[src/rtl/tcw_pkg.sv]
// Shared constants, codes and types of the text console writer.
// No dependencies; every other file of the block imports this package.
package tcw_pkg;

  localparam int COLUMNS_DEF = 80;
  localparam int ROWS_DEF    = 25;

  localparam int CHAR_W = 8;
  localparam int CELL_W = 16;

  localparam logic [CELL_W-1:0] BLANK_CELL = 16'h0720;

  localparam logic [CHAR_W-1:0] CODE_BACKSPACE = 8'd8;
  localparam logic [CHAR_W-1:0] CODE_NEWLINE   = 8'd10;
  localparam logic [CHAR_W-1:0] CODE_RETURN    = 8'd13;

  typedef enum logic {
    OP_PUT  = 1'b0,
    OP_READ = 1'b1
  } opcode_t;

  typedef enum logic [2:0] {
    ST_CLEAR,
    ST_IDLE,
    ST_CALC,
    ST_ACCESS,
    ST_SCROLL,
    ST_FINISH
  } state_t;

  typedef struct packed {
    logic we;
    logic re;
  } mem_ctl_t;

endpackage

[src/rtl/tcw_req_if.sv]
// Request channel of the text console writer: valid/ready plus one item.
// Depends on tcw_pkg for the character width.
interface tcw_req_if #(
  parameter int RW = 5,
  parameter int CW = 7
);
  import tcw_pkg::*;

  logic              valid;
  logic              ready;
  logic              opcode;
  logic [CHAR_W-1:0] char_code;
  logic [CHAR_W-1:0] attribute;
  logic [RW-1:0]     read_row;
  logic [CW-1:0]     read_column;

  modport source (output valid, opcode, char_code, attribute, read_row, read_column,
                  input ready);
  modport sink   (input valid, opcode, char_code, attribute, read_row, read_column,
                  output ready);
endinterface

[src/rtl/tcw_ctrl.sv]
// Sequencer of the text console writer: cursor, screen rotation, clearing
// and scrolling sweeps, and access of the screen store. Depends on tcw_pkg.
module tcw_ctrl #(
  parameter int COLUMNS = tcw_pkg::COLUMNS_DEF,
  parameter int ROWS    = tcw_pkg::ROWS_DEF,
  localparam int RW    = $clog2(ROWS),
  localparam int CW    = $clog2(COLUMNS),
  localparam int TOTAL = ROWS * COLUMNS,
  localparam int AW    = $clog2(TOTAL)
) (
  input  logic                       clk,
  input  logic                       rst,
  tcw_req_if.sink                    req,
  output logic                       fin_valid,
  input  logic                       fin_ready,
  output logic [RW-1:0]              fin_row,
  output logic [CW-1:0]              fin_col,
  output logic [tcw_pkg::CELL_W-1:0] fin_cell,
  output tcw_pkg::mem_ctl_t          mem_ctl,
  output logic [AW-1:0]              mem_addr,
  output logic [tcw_pkg::CELL_W-1:0] mem_wdata,
  input  logic [tcw_pkg::CELL_W-1:0] rd_data
);
  import tcw_pkg::*;

  localparam logic [RW-1:0] LAST_ROW = RW'(ROWS - 1);
  localparam logic [CW-1:0] LAST_COL = CW'(COLUMNS - 1);
  localparam logic [AW-1:0] LAST_ADDR = AW'(TOTAL - 1);

  state_t state, state_next;

  // Latched item.
  opcode_t           op;
  logic [CHAR_W-1:0] code;
  logic [CHAR_W-1:0] attr;
  logic [RW-1:0]     rrow;
  logic [CW-1:0]     rcol;

  // Cursor and the physical row that holds logical line 0.
  logic [RW-1:0] cursor_row;
  logic [CW-1:0] cursor_col;
  logic [RW-1:0] top;

  logic [AW-1:0] acc_addr;
  logic [AW-1:0] clr_addr;
  logic [AW-1:0] scroll_base;
  logic [CW-1:0] scol;
  logic          wr_cell;
  logic          rd_hit;
  logic          do_scroll;

  logic [RW-1:0] row_sel;
  logic [CW-1:0] col_sel;
  logic [RW:0]   row_sum;
  logic [RW-1:0] phys_row;
  logic [AW-1:0] calc_addr;
  logic [RW-1:0] row_next;
  logic [CW-1:0] col_next;
  logic          advance;
  logic          scroll_next;
  logic          print_next;
  logic          in_range;

  // Address and cursor arithmetic of the item being worked on.
  always_comb begin
    row_sel = (op == OP_READ) ? rrow : cursor_row;
    col_sel = (op == OP_READ) ? rcol : cursor_col;
    row_sum = {1'b0, row_sel} + {1'b0, top};
    if (row_sum >= (RW+1)'(ROWS)) begin
      phys_row = RW'(row_sum - (RW+1)'(ROWS));
    end else begin
      phys_row = row_sum[RW-1:0];
    end
    calc_addr = AW'(phys_row) * AW'(COLUMNS) + AW'(col_sel);
    in_range  = ({1'b0, rrow} < (RW+1)'(ROWS)) && ({1'b0, rcol} < (CW+1)'(COLUMNS));

    row_next    = cursor_row;
    col_next    = cursor_col;
    advance     = 1'b0;
    print_next  = 1'b0;
    scroll_next = 1'b0;
    if (op == OP_PUT) begin
      case (code) inside
        CODE_NEWLINE, CODE_RETURN: begin
          advance = 1'b1;
        end
        CODE_BACKSPACE: begin
          if (cursor_col != '0) begin
            col_next = cursor_col - 1'b1;
          end
        end
        default: begin
          print_next = 1'b1;
          if (cursor_col == LAST_COL) begin
            advance = 1'b1;
          end else begin
            col_next = cursor_col + 1'b1;
          end
        end
      endcase
    end
    if (advance) begin
      col_next = '0;
      if (cursor_row == LAST_ROW) begin
        scroll_next = 1'b1;
      end else begin
        row_next = cursor_row + 1'b1;
      end
    end
  end

  always_comb begin
    state_next = state;
    unique case (state)
      ST_CLEAR:  if (clr_addr == LAST_ADDR) state_next = ST_IDLE;
      ST_IDLE:   if (req.valid) state_next = ST_CALC;
      ST_CALC:   state_next = ST_ACCESS;
      ST_ACCESS: state_next = do_scroll ? ST_SCROLL : ST_FINISH;
      ST_SCROLL: if (scol == LAST_COL) state_next = ST_FINISH;
      ST_FINISH: if (fin_ready) state_next = ST_IDLE;
      default:   state_next = ST_CLEAR;
    endcase
  end

  always_comb begin
    req.ready = 1'b0;
    fin_valid = 1'b0;
    mem_ctl   = '0;
    mem_addr  = acc_addr;
    mem_wdata = {attr, code};
    unique case (state)
      ST_CLEAR: begin
        mem_ctl.we = 1'b1;
        mem_addr   = clr_addr;
        mem_wdata  = '0;
      end
      ST_IDLE: begin
        req.ready = 1'b1;
      end
      ST_ACCESS: begin
        mem_ctl.we = wr_cell;
        mem_ctl.re = rd_hit;
      end
      ST_SCROLL: begin
        mem_ctl.we = 1'b1;
        mem_addr   = scroll_base + AW'(scol);
        mem_wdata  = BLANK_CELL;
      end
      ST_FINISH: begin
        fin_valid = 1'b1;
      end
      default: begin
        req.ready = 1'b0;
      end
    endcase
  end

  assign fin_row  = cursor_row;
  assign fin_col  = cursor_col;
  assign fin_cell = rd_hit ? rd_data : '0;

  always_ff @(posedge clk) begin
    if (rst) begin
      state      <= ST_CLEAR;
      cursor_row <= '0;
      cursor_col <= '0;
      top        <= '0;
      clr_addr   <= '0;
      rd_hit     <= 1'b0;
      wr_cell    <= 1'b0;
      do_scroll  <= 1'b0;
    end else begin
      state <= state_next;
      unique case (state)
        ST_CLEAR: begin
          clr_addr <= clr_addr + 1'b1;
        end
        ST_IDLE: begin
          if (req.valid) begin
            op   <= opcode_t'(req.opcode);
            code <= req.char_code;
            attr <= req.attribute;
            rrow <= req.read_row;
            rcol <= req.read_column;
          end
        end
        ST_CALC: begin
          acc_addr   <= calc_addr;
          rd_hit     <= (op == OP_READ) && in_range;
          wr_cell    <= print_next;
          do_scroll  <= scroll_next;
          cursor_row <= row_next;
          cursor_col <= col_next;
        end
        ST_ACCESS: begin
          // The row at the top of the screen becomes the new bottom line.
          scroll_base <= AW'(top) * AW'(COLUMNS);
          scol        <= '0;
        end
        ST_SCROLL: begin
          scol <= scol + 1'b1;
          if (scol == LAST_COL) begin
            top <= (top == LAST_ROW) ? '0 : top + 1'b1;
          end
        end
        default: begin
          wr_cell <= wr_cell;
        end
      endcase
    end
  end

  a_cursor_row_range: assert property (@(posedge clk) disable iff (rst)
    cursor_row <= LAST_ROW && cursor_col <= LAST_COL)
    else $error("cursor outside the screen");

  a_top_range: assert property (@(posedge clk) disable iff (rst)
    top <= LAST_ROW)
    else $error("screen rotation outside the screen");

  a_single_access: assert property (@(posedge clk) disable iff (rst)
    !(mem_ctl.we && mem_ctl.re))
    else $error("read and write of the screen store in one cycle");

  a_scroll_cursor: assert property (@(posedge clk) disable iff (rst)
    state == ST_SCROLL |-> cursor_row == LAST_ROW && cursor_col == '0)
    else $error("scroll with the cursor away from the last line start");

  a_accept_calc: assert property (@(posedge clk) disable iff (rst)
    req.valid && req.ready |=> state == ST_CALC && !fin_valid)
    else $error("accepted item did not start processing");

endmodule

[src/flat_wrapper.sv]
// flat-port wrapper written by rule: the top's interface ports become plain ports
module tcw_ctrl_flat import tcw_pkg::*;
#(
  parameter int COLUMNS = tcw_pkg::COLUMNS_DEF,
  parameter int ROWS    = tcw_pkg::ROWS_DEF,
  localparam int RW    = $clog2(ROWS),
  localparam int CW    = $clog2(COLUMNS),
  localparam int TOTAL = ROWS * COLUMNS,
  localparam int AW    = $clog2(TOTAL)
)
  (clk, rst, fin_valid, fin_ready, fin_row, fin_col, fin_cell, mem_ctl, mem_addr, mem_wdata, rd_data, req_valid, req_opcode, req_char_code, req_attribute, req_read_row, req_read_column, req_ready);
  tcw_req_if req_i ();
  input  logic clk;
  input  logic rst;
  output logic fin_valid;
  input  logic fin_ready;
  output logic [RW-1:0] fin_row;
  output logic [CW-1:0] fin_col;
  output logic [tcw_pkg::CELL_W-1:0] fin_cell;
  output tcw_pkg::mem_ctl_t mem_ctl;
  output logic [AW-1:0] mem_addr;
  output logic [tcw_pkg::CELL_W-1:0] mem_wdata;
  input  logic [tcw_pkg::CELL_W-1:0] rd_data;
  input wire logic [$bits(req_i.valid)-1:0] req_valid;
  input wire logic [$bits(req_i.opcode)-1:0] req_opcode;
  input wire logic [$bits(req_i.char_code)-1:0] req_char_code;
  input wire logic [$bits(req_i.attribute)-1:0] req_attribute;
  input wire logic [$bits(req_i.read_row)-1:0] req_read_row;
  input wire logic [$bits(req_i.read_column)-1:0] req_read_column;
  output wire logic [$bits(req_i.ready)-1:0] req_ready;
  assign req_i.valid = req_valid;
  assign req_i.opcode = req_opcode;
  assign req_i.char_code = req_char_code;
  assign req_i.attribute = req_attribute;
  assign req_i.read_row = req_read_row;
  assign req_i.read_column = req_read_column;
  assign req_ready = req_i.ready;
  tcw_ctrl #(.COLUMNS(COLUMNS), .ROWS(ROWS)) u_core (.clk(clk), .rst(rst), .req(req_i), .fin_valid(fin_valid), .fin_ready(fin_ready), .fin_row(fin_row), .fin_col(fin_col), .fin_cell(fin_cell), .mem_ctl(mem_ctl), .mem_addr(mem_addr), .mem_wdata(mem_wdata), .rd_data(rd_data));
endmodule
[config.mk]
export PLATFORM = sky130hd
export DESIGN_NAME = tcw_ctrl_flat
export DESIGN_NICKNAME = d
export VERILOG_FILES = /design/src/rtl/tcw_pkg.sv /design/src/rtl/tcw_req_if.sv /design/src/rtl/tcw_ctrl.sv /design/src/flat_wrapper.sv
export SDC_FILE = /design/constraint.sdc
export NUM_CORES = 1
export LEC_CHECK = 0
export ABC_CLOCK_PERIOD_IN_PS = 7200
export BUFFER_PORTS_ARGS = -buffer_cell sky130_fd_sc_hd__buf_2
export CAP_MARGIN = 20
export CORE_MARGIN = 3
export CORE_UTILIZATION = 36
export DETAILED_ROUTE_END_ITERATION = 8
export PLACE_DENSITY = 0.58
export REMOVE_ABC_BUFFERS = 1
export SKIP_CTS_REPAIR_TIMING = 1
export SLEW_MARGIN = 0
export SYNTH_ARGS = -nofsm -noshare
export SYNTH_HDL_FRONTEND = slang
export SYNTH_SLANG_ARGS = --single-unit
[constraint.sdc]
create_clock -name clk -period 7.2 [get_ports clk]
set_input_delay 0.72 -clock clk [delete_from_list [all_inputs] [get_ports clk]]
set_output_delay 0.72 -clock clk [all_outputs]
set_load 0.03 [all_outputs]
Word-level counts from Yosys, hierarchy flattened
Index checks and enable logic that the tools add are counted.
{ "word_totals": {"out_inout_bits": 59, "register_bits": 88} }
{ "op_classes": {"add_sub_neg": 10, "bitwise": 2, "n_eq_ne": 21, "mux": 33, "n_mul": 2, "order_cmp": 3, "reduce_logical": 15} }
{ "ops": {"columns": ["op", "n"], "rows": [
  ["7-bit 2-to-1 mux", 7],
  ["16-bit one-hot mux with 2 select lines", 1],
  ["8-bit by 4-bit == test with 1-bit output, second input constant", 3],
  ["11-bit by 7-bit adder with 11-bit output", 2],
  ["11-bit one-hot mux with 2 select lines", 1],
  ["3-bit one-hot mux with 6 select lines", 1],
  ["16-bit 2-to-1 mux", 1],
  ["5-bit 2-to-1 mux", 3],
  ["7-bit by 1-bit adder with 7-bit output, second input constant", 2],
  ["7-bit == test, second input constant", 2],
  ["5-bit by 3-bit multiplier with 7-bit output, second input constant", 2],
  ["7-bit one-hot mux with 2 select lines", 1],
  ["1-bit 2-to-1 mux", 13],
  ["3-bit 2-to-1 mux", 4],
  ["11-bit by 1-bit adder with 11-bit output, second input constant", 1],
  ["11-bit == test, second input constant", 1],
  ["5-bit by 1-bit adder with 5-bit output, second input constant", 2],
  ["5-bit == test, second input constant", 2],
  ["2-bit AND reduction", 4],
  ["7-bit less-than comparator, second input constant", 1],
  ["7-bit nonzero test", 1],
  ["7-bit by 1-bit subtractor with 7-bit output, second input constant", 1],
  ["5-bit by 5-bit adder with 6-bit output", 1],
  ["3-bit by 2-bit == test with 1-bit output, second input constant", 2],
  ["18 further kinds", 27]
]} }

Depth between registers and ports, before layout
{ "logic_depth": {"depth_word": 7, "mapped_depth": 22, "ltp_nobuf": 20} }

Least setup slack after synthesis
No wires, ideal clock.
{ "synth_timing": {"path_kind": "reg-to-reg", "startpoint": "register u_core.op", "endpoint": "register u_core.acc_addr[10] (data pin)", "required_ps": 6942, "path_buffers": 2, "stages_incl_launch_ff": 19, "slack_ps": 2540, "arrival_ps": 4402, "synth_period_minus_slack_ps": 4660, "setup_time_ps": 258, "cell_sequence": "edfxtp_1 > clkbuf_1 > clkbuf_1 > o21ai_0 > ha_1 > fa_1 > a21o_1 > a21oi_1 > xor2_1 > o31a_1 > mux2_2 > ha_1 > ha_1 > fa_1 > nand2_1 > o21bai_1 > o21ai_0 > nand3_1 > xor2_1"} }
{ "synth_between": {"elab_chain_cells": 6, "word_cells_on_any_way": 8, "classes_between": "add/sub: 3; mul: 1; order compare: 1; mux: 3"} }
{ "synth_rtl": {"columns": ["item", "line", "source"], "rows": [
  ["from (decl)", "tcw_ctrl.sv:33", "opcode_t op;"],
  ["from (signal assigned)", "tcw_ctrl.sv:180", "op <= opcode_t'(req.opcode);"],
  ["5-bit 2-to-1 mux", "tcw_ctrl.sv:66", "row_sel = (op == OP_READ) ? rrow : cursor_row;"],
  ["5-bit by 5-bit adder with 6-bit output", "tcw_ctrl.sv:68", "row_sum = {1'b0, row_sel} + {1'b0, top};"],
  ["5-bit subtractor / 6-bit by 5-bit >= comparator with 1-bit output (equally long branches)", "tcw_ctrl.sv:70, tcw_ctrl.sv:69", null],
  ["5-bit 2-to-1 mux", "tcw_ctrl.sv:69", "if (row_sum >= (RW+1)'(ROWS)) begin"],
  ["5-bit by 3-bit multiplier with 7-bit output", "tcw_ctrl.sv:74", "calc_addr = AW'(phys_row) * AW'(COLUMNS) + AW'(col_sel);"],
  ["11-bit by 7-bit adder with 11-bit output (*)", "tcw_ctrl.sv:74", null],
  ["net u_core.calc_addr[10]", "tcw_ctrl.sv:56", "logic [AW-1:0] calc_addr;"],
  ["to (signal assigned)", "tcw_ctrl.sv:188", "acc_addr <= calc_addr;"],
  ["to (decl)", "tcw_ctrl.sv:44", "logic [AW-1:0] acc_addr;"]
]} }
Mark *: on every way through the listed nets, which the timed path passes. The rest lies on a longest branch.
A chain may end at the register's enable or synchronous reset.

Worst setup path after layout
Ends and elaborated chain as after synthesis.

==> flow_summary.json <==
{
  "start_util_pct": 37.7,
  "synth.distinct_cells": 54,
  "rows": 42,
  "io_pins": 108,
  "drc_errors": 0,
  "ys_seq_area_share_pct": 45.0,
  "grt_usage_pct": 15.7,
  "setup_tns_ns": 0,
  "synth_edf_count": 54,
  "synthToLayoutAreaGrowth_pct": 19.1,
  "drtPass1Iterations": 5,
  "clkPwrFrac_pct": 34.2,
  "fmax_mhz": 204,
  "p_leak_nw": 2.61,
  "netlist_instances": 505,
  "synth_flop_cell": "edfxtp_1",
  "num-fill-cells": 1290,
  "yosysTopAreaCell": "edfxtp_1",
  "cp-end-kind": "register",
  "avgSynthCellArea_um2": 10.1,
  "grt_max_degree": 41,
  "cts.path.max_buffers": 2,
  "max_slew_margin_pct": 32.1,
  "path_clk_slew_ns": 0.06,
  "dp_slack_ns": 2.33,
  "r2r_cells": 17,
  "hold_path_depth": 2,
  "synth_top_area_share_pct": 31.7,
  "hold_end": "u_core.do_scroll",
  "p_comb_share_pct": 23.2,
  "outcome": "finished clean",
  "setup_viol": 0,
  "die_area_um2": 15700,
  "clkLatencyLatePin_ns": 0.35,
  "power_frac_seq_pct": 42.6,
  "rsz0062_at_grt": "false",
  "min_period_ns": 4.90,
  "path_class": "register to register",
  "vias": 4043,
  "yosys-top-cells-area": "edfxtp_1 (32%), dfxtp_1 (13%), ha_1 (8.8%)",
  "antenna_cells": 0,
  "startpoint_type": "register",
  "finalCritPeriodShare_pct": 68.0,
  "powerDensity_nw_per_um2": 224,
  "yosys_warnings": 0,
  "routed_wl_um": 12100,
  "finalPower_mw": 1.36,
  "worstMarginPinSlew_ns": 1.02,
  "die_h_um": 125,
  "io_buffers": 107,
  "hpwl_um": 9260,
  "hold_class": "register to register",
  "clock-sinks": 88,
  "worstPathArrival_ns": 4.99,
  "die_x_um": 125,
  "htreeDepth": 3,
  "critical_path.max_fanout": 20,
  "async_flop_share_pct": 0,
  "r2r-start": "u_core.op",
  "slew_viol_final": 0,
  "synth_area_um2": 5110,
  "fin_nets": 697,
  "first_global_vias": 3997,
  "irDropWorstVdd_mv": 0.0960,
  "maxCapViolations": 0,
  "routabilityCongestion": 0.778,
  "root_buffer": "clkbuf_16",
  "r2r_setup_slack_ns": 2.30,
  "min-delay-start": "u_core.do_scroll",
  "setup_slack_ns": 2.30,
  "skew_ns": 0.0101,
  "via_per_inst": 5.14,
  "cts_tree": "yes",
  "drive_above_1_share_pct": 22.9,
  "grt_overflow": 0,
  "ant_nets": 0,
  "antenna_found_initial": 0,
  "r2r_end": "u_core.acc_addr[10]",
  "cts-buffers-inserted": 9,
  "grt_pass1_wl_um": 19900,
  "core-area_um2": 13600,
  "internal_power_uw": 929,
  "hold_violations": 0,
  "drt_iter0_markers": 202,
  "wl_per_cell_um": 15.4,
  "p_sw_uw": 434,
  "cp_data_required_time_ns": 7.29,
  "switching_share_pct": 31.9,
  "ys_seq_elements": 88
}
==> power by group through the flow <==
stage	Clock (mW)	Sequential, mW	Combinational [mW]
detailed placement	0	0.591	0.320
finish	0.466	0.580	0.317
CTS	0.478	0.580	0.320
floorplan	0	0.584	0.220
global placement	0	0.590	0.316
global route	0.501	0.583	0.348
==> worst max-delay path by stage <==
stage | endpoint | from
6_report | u_core.acc_addr[10] | u_core.op
5_1_grt | u_core.acc_addr[10] | u_core.op
4_1_cts | u_core.acc_addr[10] | u_core.op
3_5_place_dp | u_core.acc_addr[10] | u_core.op
3_3_place_gp | u_core.acc_addr[10] | u_core.op
2_1_floorplan | u_core.acc_addr[10] | u_core.op
==> per-stage QoR <==
stage	std cells	utilization, %	instance area (um^2)	hold WS, ns
floorplan	487	-	5030	0.425
global placement	771	42.7	5790	0.450
detailed placement	771	42.7	5790	0.458
CTS	787	44.9	6090	0.468
global route	787	44.9	6090	0.504
finish	787	44.9	6090	0.468
==> kinds of logic after synthesis <==
kind of cell,count (synthesis),share of synthesized area [%]
and+or+nand+nor,194,19.1
DFF,88,45.0
AOI/OAI and AO/OA,77,9.37
xor gates and xnor gates,48,8.22
adders and majority gates,42,11.2
buffers and inverters,36,2.96
muxes,20,4.19
==> per-layer routing <==
metal / track usage, % / up-vias / wire (um)
li1: - / 1990 / -
met1: 19.0 / 1925 / 5200
met2: 27.4 / 106 / 6000
met3: 2.90 / 22 / 579
met4: 6.76 / 0 / 308
met5: 0 / - / 0
==> sequential cells by signal (all words and copies together), names as in the netlist <==
register	cells
u_core.acc_addr	11
u_core.top	5
u_core.op	1
u_core.do_scroll	1
u_core.rcol	7
u_core.wr_cell	1
u_core.rrow	5
u_core.clr_addr	11
u_core.scroll_base	7
u_core.code	8
u_core.rd_hit	1
u_core.scol	7
u_core.attr	8
u_core.state	3
u_core.fin_col	7
u_core.fin_row	5
==> Yosys cell counts (2+ instances only) <==
cell type,instances
a211oi_1,3
a21o_1,5
a21oi_1,21
a22oi_1,3
and2_1,30
and3_1,6
buf_6,2
clkbuf_1,14
dfxtp_1,34
edfxtp_1,54
fa_1,6
ha_1,36
inv_1,18
mux2_2,11
mux2i_1,9
nand2_1,43
nand2b_1,2
nand3_1,14
nand4_1,6
nand4b_1,4
nor2_1,54
nor2b_1,8
nor3_1,7
nor3b_1,2
nor4_1,2
o2111ai_1,2
o211ai_1,3
o21ai_0,26
o21bai_1,4
or2_2,3
or3_1,2
or4_1,3
xnor2_1,31
xor2_1,17
==> final cells by class <==
class,instances,area (um^2),area share (%)
Multi-Input combinational cell,381,2660,43.7
Timing Repair Buffer,108,543,8.92
Tap cell,176,220,3.62
Clock buffer,10,229,3.76
Inverter,18,67.6,1.11
Clock inverter,6,68.8,1.13
Sequential cell,88,2300,37.8
==> critical path, cell delays in order, from the launching register on <==
cell and delay (ns):
edfxtp_1 0.77, o21ai_0 0.17, ha_1 0.24, fa_1 0.42
a21o_1 0.18, a21oi_1 0.24, xor2_1 0.10, o31a_1 0.35
a31oi_1 0.20, xnor2_1 0.19, ha_1 0.29, ha_1 0.23
fa_1 0.53, nand2_1 0.07, o21bai_1 0.20, o21ai_0 0.20
nand3_1 0.11, xor2_1 0.15
==> placed cells by master, fill, tap and decap left out, drive strengths merged, types with 8 or more instances in the layout <==
master and count:
and2 30, xor2 17, nor2 55, o21ai 26, clkbuf 10, dfxtp 34
inv 19, ha 36, edfxtp 54, mux2 11, nor2b 8, nand3 14
nor3 8, mux2i 9, buf 108, a21oi 21, xnor2 31, nand2 43
(Power assumes the default switching activity.)
